File: src/mtl_pkg.sv
// ----------------------------------------------------------------------------
// mtl_pkg
// Shared widths, operation and status codes, and the controller/datapath
// command and status types of the merge tree ancestor engine.
// ----------------------------------------------------------------------------
package mtl_pkg;

  localparam int NODE_W = 9;
  localparam int TIME_W = 10;
  localparam int CFG_W  = 9;
  localparam int OP_W   = 2;
  localparam int ST_W   = 2;

  localparam logic [OP_W-1:0] OP_MERGE = 2'd0;
  localparam logic [OP_W-1:0] OP_BUILD = 2'd1;
  localparam logic [OP_W-1:0] OP_QUERY = 2'd2;

  localparam logic [ST_W-1:0] ST_OK      = 2'd0;
  localparam logic [ST_W-1:0] ST_BAD     = 2'd1;
  localparam logic [ST_W-1:0] ST_UNBUILT = 2'd2;

  typedef enum logic [4:0] {
    CMD_IDLE,
    CMD_DECIDE,
    CMD_M_RDA,
    CMD_M_RDB,
    CMD_M_WR,
    CMD_B_INIT,
    CMD_B_POP,
    CMD_B_ELEM,
    CMD_B_PAR,
    CMD_B_LRD,
    CMD_B_LWR,
    CMD_B_PUSHX,
    CMD_B_CRD0,
    CMD_B_CRD1,
    CMD_B_CW,
    CMD_B_PUSH0,
    CMD_B_DONE,
    CMD_Q_RDY,
    CMD_Q_RDX,
    CMD_Q_CHKX,
    CMD_Q_LRD,
    CMD_Q_TRD,
    CMD_Q_TCHK,
    CMD_Q_PRD,
    CMD_Q_PAR,
    CMD_RESP
  } cmd_t;

  typedef struct packed {
    logic in_valid;
    logic go_merge;
    logic go_build;
    logic go_query;
    logic sp_zero;
    logic is_exit;
    logic is_internal;
    logic lvl_last;
    logic lvl_zero;
    logic encl;
    logic out_free;
  } dp_status_t;

endpackage

File: src/mtl_ctrl.sv
// ----------------------------------------------------------------------------
// mtl_ctrl
// Sequencer for merge, build walk and ancestor query; issues one datapath
// command per cycle.
// ----------------------------------------------------------------------------
module mtl_ctrl (
  input  logic                clk,
  input  logic                rst,
  input  mtl_pkg::dp_status_t st,
  output mtl_pkg::cmd_t       cmd
);
  import mtl_pkg::*;

  typedef enum logic [4:0] {
    IDLE, DECIDE, M_RDA, M_RDB, M_WR,
    B_INIT, B_POP, B_ELEM, B_PAR, B_LRD, B_LWR, B_PUSHX,
    B_CRD0, B_CRD1, B_CW, B_PUSH0, B_DONE,
    Q_RDY, Q_RDX, Q_CHKX, Q_LRD, Q_TRD, Q_TCHK, Q_PRD, Q_PAR,
    RESP
  } state_t;

  state_t state, state_next;

  always_comb begin
    state_next = state;
    case (state)
      IDLE:    if (st.in_valid) state_next = DECIDE;
      DECIDE: begin
        if (st.go_merge) state_next = M_RDA;
        else if (st.go_build) state_next = B_INIT;
        else if (st.go_query) state_next = Q_RDY;
        else state_next = RESP;
      end
      M_RDA:   state_next = M_RDB;
      M_RDB:   state_next = M_WR;
      M_WR:    state_next = RESP;
      B_INIT:  state_next = B_POP;
      B_POP:   state_next = st.sp_zero ? B_DONE : B_ELEM;
      B_ELEM:  state_next = st.is_exit ? B_POP : B_PAR;
      B_PAR:   state_next = B_LRD;
      B_LRD:   state_next = B_LWR;
      B_LWR:   state_next = st.lvl_last ? B_PUSHX : B_LRD;
      B_PUSHX: state_next = st.is_internal ? B_CRD0 : B_POP;
      B_CRD0:  state_next = B_CRD1;
      B_CRD1:  state_next = B_CW;
      B_CW:    state_next = B_PUSH0;
      B_PUSH0: state_next = B_POP;
      B_DONE:  state_next = RESP;
      Q_RDY:   state_next = Q_RDX;
      Q_RDX:   state_next = Q_CHKX;
      Q_CHKX:  state_next = st.encl ? RESP : Q_LRD;
      Q_LRD:   state_next = Q_TRD;
      Q_TRD:   state_next = Q_TCHK;
      Q_TCHK:  state_next = st.lvl_zero ? Q_PRD : Q_LRD;
      Q_PRD:   state_next = Q_PAR;
      Q_PAR:   state_next = RESP;
      RESP:    if (st.out_free) state_next = IDLE;
      default: state_next = IDLE;
    endcase
  end

  always_ff @(posedge clk) begin
    if (rst) begin
      state <= IDLE;
    end else begin
      state <= state_next;
    end
  end

  always_comb begin
    case (state)
      IDLE:    cmd = CMD_IDLE;
      DECIDE:  cmd = CMD_DECIDE;
      M_RDA:   cmd = CMD_M_RDA;
      M_RDB:   cmd = CMD_M_RDB;
      M_WR:    cmd = CMD_M_WR;
      B_INIT:  cmd = CMD_B_INIT;
      B_POP:   cmd = CMD_B_POP;
      B_ELEM:  cmd = CMD_B_ELEM;
      B_PAR:   cmd = CMD_B_PAR;
      B_LRD:   cmd = CMD_B_LRD;
      B_LWR:   cmd = CMD_B_LWR;
      B_PUSHX: cmd = CMD_B_PUSHX;
      B_CRD0:  cmd = CMD_B_CRD0;
      B_CRD1:  cmd = CMD_B_CRD1;
      B_CW:    cmd = CMD_B_CW;
      B_PUSH0: cmd = CMD_B_PUSH0;
      B_DONE:  cmd = CMD_B_DONE;
      Q_RDY:   cmd = CMD_Q_RDY;
      Q_RDX:   cmd = CMD_Q_RDX;
      Q_CHKX:  cmd = CMD_Q_CHKX;
      Q_LRD:   cmd = CMD_Q_LRD;
      Q_TRD:   cmd = CMD_Q_TRD;
      Q_TCHK:  cmd = CMD_Q_TCHK;
      Q_PRD:   cmd = CMD_Q_PRD;
      Q_PAR:   cmd = CMD_Q_PAR;
      RESP:    cmd = CMD_RESP;
      default: cmd = CMD_IDLE;
    endcase
  end

endmodule

File: config.mk
export PLATFORM = sky130hd
export DESIGN_NAME = mtl_ctrl
export DESIGN_NICKNAME = d
export VERILOG_FILES = /design/src/mtl_pkg.sv /design/src/mtl_ctrl.sv
export SDC_FILE = /design/constraint.sdc
export NUM_CORES = 1
export LEC_CHECK = 0
export CAP_MARGIN = 20
export CORE_MARGIN = 1
export CORE_UTILIZATION = 45
export DETAILED_ROUTE_END_ITERATION = 10
export DONT_BUFFER_PORTS = 1
export MAX_ROUTING_LAYER = met4
export PLACE_DENSITY = 0.6
export SLEW_MARGIN = 20
export SYNTH_ARGS = -nofsm -noshare
export SYNTH_HDL_FRONTEND = slang
export SYNTH_SLANG_ARGS = --single-unit
File: constraint.sdc
create_clock -name clk -period 2.55 [get_ports clk]
set_input_delay 0.1275 -clock clk [delete_from_list [all_inputs] [get_ports clk]]
set_output_delay 0.1275 -clock clk [all_outputs]
set_load 0.005 [all_outputs]
==> impl_metrics.py <==
metrics = {
    "synth": {
        "synthTopCellsByCount": "a31oi_1, dfxtp_1, a21oi_1",
        "synth_ff_type": "dfxtp_1",
        "synth_edf_count": 0,
        "ys_warn_count": 0,
        "synthArstFlopShare_pct": 0,
        "synth_top_area_share_pct": 29.09,
        "syn_inst": 88,
        "synth_top_cell_by_area": "dfxtp_1",
        "synth_area_leaders": "dfxtp_1, a31oi_1, a21oi_1, nand3b_1, nand2b_1",
        "synth_area_um2": 688.2,
        "ys_seq_area_share_pct": 29.09,
        "synth_seq_cells": 10,
        "yosysUniqueCellTypes": 36,
        "synth.avg_cell_area_um2": 7.820,
        "syn_nets": 101,
    },
    "route": {
        "wl_mm": 1.621,
        "vias": 681,
        "drc": 0,
        "detail_route.wl_per_cell_um": 16.05,
        "drt.antenna.violating_nets": 0,
        "drt_iter0_markers": 22,
        "dr.pass1.iters": 4,
        "viasPerCell": 6.743,
    },
    "floorplan": {
        "std_cell_rows": 13,
        "die_h_um": 41.11,
        "dieArea_um2": 1690,
        "die_width_um": 41.11,
        "core_area_um2": 1366,
        "ios": 18,
        "start_util_pct": 50.37,
    },
    "layout": {
        "area_growth_pct": 3.636,
        "fillerInstances": 147,
        "drive_gt1_share_pct": 8.140,
        "layout.nets": 101,
        "num_antenna_cells": 0,
    },
    "timing": {
        "hold_slack_ns": 0.09110,
        "min_period_ns": 1.698,
        "rsz0062_at_grt": "no",
        "maxSlewHeadroom_pct": 66.51,
        "max_freq_ghz": 0.5888,
        "setup_viol": 0,
        "timing_hold_violations_final": 0,
        "drv_slew": 0,
        "tightest_slew_ns": 0.5017,
        "clock_skew_ns": 0.002967,
        "finalCritPeriodShare_pct": 66.60,
        "fin_ws_ns": 0.8517,
        "finalSetupTns_ns": 0,
    },
    "setup_path": {
        "r2r_start": "state[1]",
        "required_ns": 2.72,
        "critical_path.top_delay_family": "simple AND/OR/NAND/NOR gates",
        "cp-end-kind": "flop",
        "crit_chain": "or4_1, nor3_2, a22oi_1, a31oi_1",
        "critical_path.max_fanout": 17,
        "setup.worst_path.start_class": "flop",
        "worst_r2r_path_depth": 4,
        "path_class": "reg2reg",
        "cp_slowest_cell": "or4_1",
        "reg2reg_slack_ns": 0.85,
        "cp_num_buf_inv": 0,
        "regToRegEndpoint": "state[4]",
        "arrival_ns": 1.87,
        "critPathMaxStageDelay_ns": 0.60,
    },
    "run_status": {
        "outcome": "finished, final reports clean",
    },
    "min_path": {
        "hold_class": "in2reg",
        "hold_path.startpoint": "st[6]",
        "min_to": "cmd[4]",
        "whs_path_depth": 2,
    },
    "clock_tree": {
        "cts.sinks": 10,
        "cts.htree.levels": 1,
        "cts_buffers": 3,
        "clkLatencyLatePin_ns": 0.25,
        "clkTransAtPathRegs_ns": 0.06,
        "clock-root-buffer": "clkbuf_4",
        "cts.path.max_buffers": 2,
        "tritoncts": "done",
    },
    "grt": {
        "grt_max_degree": 18,
        "grt-ovfl-total": 0,
        "antenna_found_initial": 0,
        "grt_usage_pct": 22.63,
        "grt_pass1_vias": 563,
        "grt_pass1_wl_mm": 2.401,
    },
    "placed_design": {
        "pre_cts_ws_ns": 0.8937,
        "io_buffers": 0,
        "hpwlAfterDp_mm": 1.184,
        "place_congestion": 0.8662,
    },
    "pwr": {
        "leakagePower_nw": 0.2295,
        "p_per_area_nw_per_um2": 1104,
        "peakVddDrop_uv": 494.7,
        "power.total_uw": 787.1,
    },
    "flow_run": {
        "maxCapViolations": 0,
    },
}
-- sequential cells by signal, summed over array words and instances (netlist names) --
signal and cells:
state 5, cmd 5
-- through the flow --
stage,cell area (um^2),util (%),std cells
detailed placement,680.7,49.82,97
global route,713.2,52.20,101
CTS,713.2,52.20,101
global placement,680.7,49.82,97
finish,713.2,52.20,101
floorplan,688.2,-,88
-- how the worst max path moves through the flow --
stage,from,to,slack (ns),cells past startpoint
6_report,state[1],state[4],0.85,4
4_1_cts,state[1],state[4],0.87,4
2_1_floorplan,state[1],cmd[4],1.19,4
3_5_place_dp,state[1],cmd[4],0.89,4
3_3_place_gp,state[1],cmd[4],0.88,4
5_1_grt,state[1],cmd[4],0.77,4
-- layout make-up --
cell class	instances	area, um^2	area share (%)
Clock buffer	3	22.52	3.158
Inverter	5	18.77	2.632
Multi-Input combinational cell	67	442.9	62.11
Sequential cell	10	200.2	28.07
Tap cell	15	18.77	2.632
Timing Repair Buffer	1	10.01	1.404
-- layout by cell type, fill, tap and decap left out, drive strengths merged --
cell type and n:
a31oi 10, dfxtp 10, a21oi 8, inv 5, nand2b 5, nand3b 5
nor2 4, nor3 4, nor2b 3, o21ai 3, clkbuf 3, nand2 2
o31ai 2, o2bb2ai 2, or2 1, o221ai 1, or4 1, a21o 1
a32o 1, nor4 1, a221oi 1, o32ai 1, nand3 1, o22ai 1
a2111oi 1, and4bb 1, nand4bb 1, nor3b 1, o211a 1, nand4b 1
or3b 1, a22oi 1, o21bai 1, dlygate4sd3 1
-- per-layer routing --
metal  GRT usage, %  vias to the layer above  share of wire, %
li1               -                      340                 -
met4          3.226                        0               1.2
met1          28.94                      307                44
met5              -                        -                 0
met3          9.783                        2               9.7
met2          33.59                       32                45
-- cell families (layout without fill, tap and decap cells) --
logic type	after synthesis	after routing	synth area share [%]
flops	10	10	29.09
compound gates	35	35	34.00
buf+inv	11	9	6.545
simple gates	32	32	30.37
-- what timing repair did --
item | CTS | global route
buffers inserted | 0 | 0
gates resized for setup | 0 | 0
endpoints found under the hold margin | 10 | 0
hold buffers | 1 | 0
-- where the power goes --
part | switching (mW) | internal, mW | leakage, nW
Combinational | 0.175 | 0.164 | 0.134
Sequential | 0.130 | 0.219 | 0.0822
Clock | 0.0452 | 0.0540 | 0.0138
(Power assumes the default switching activity.)
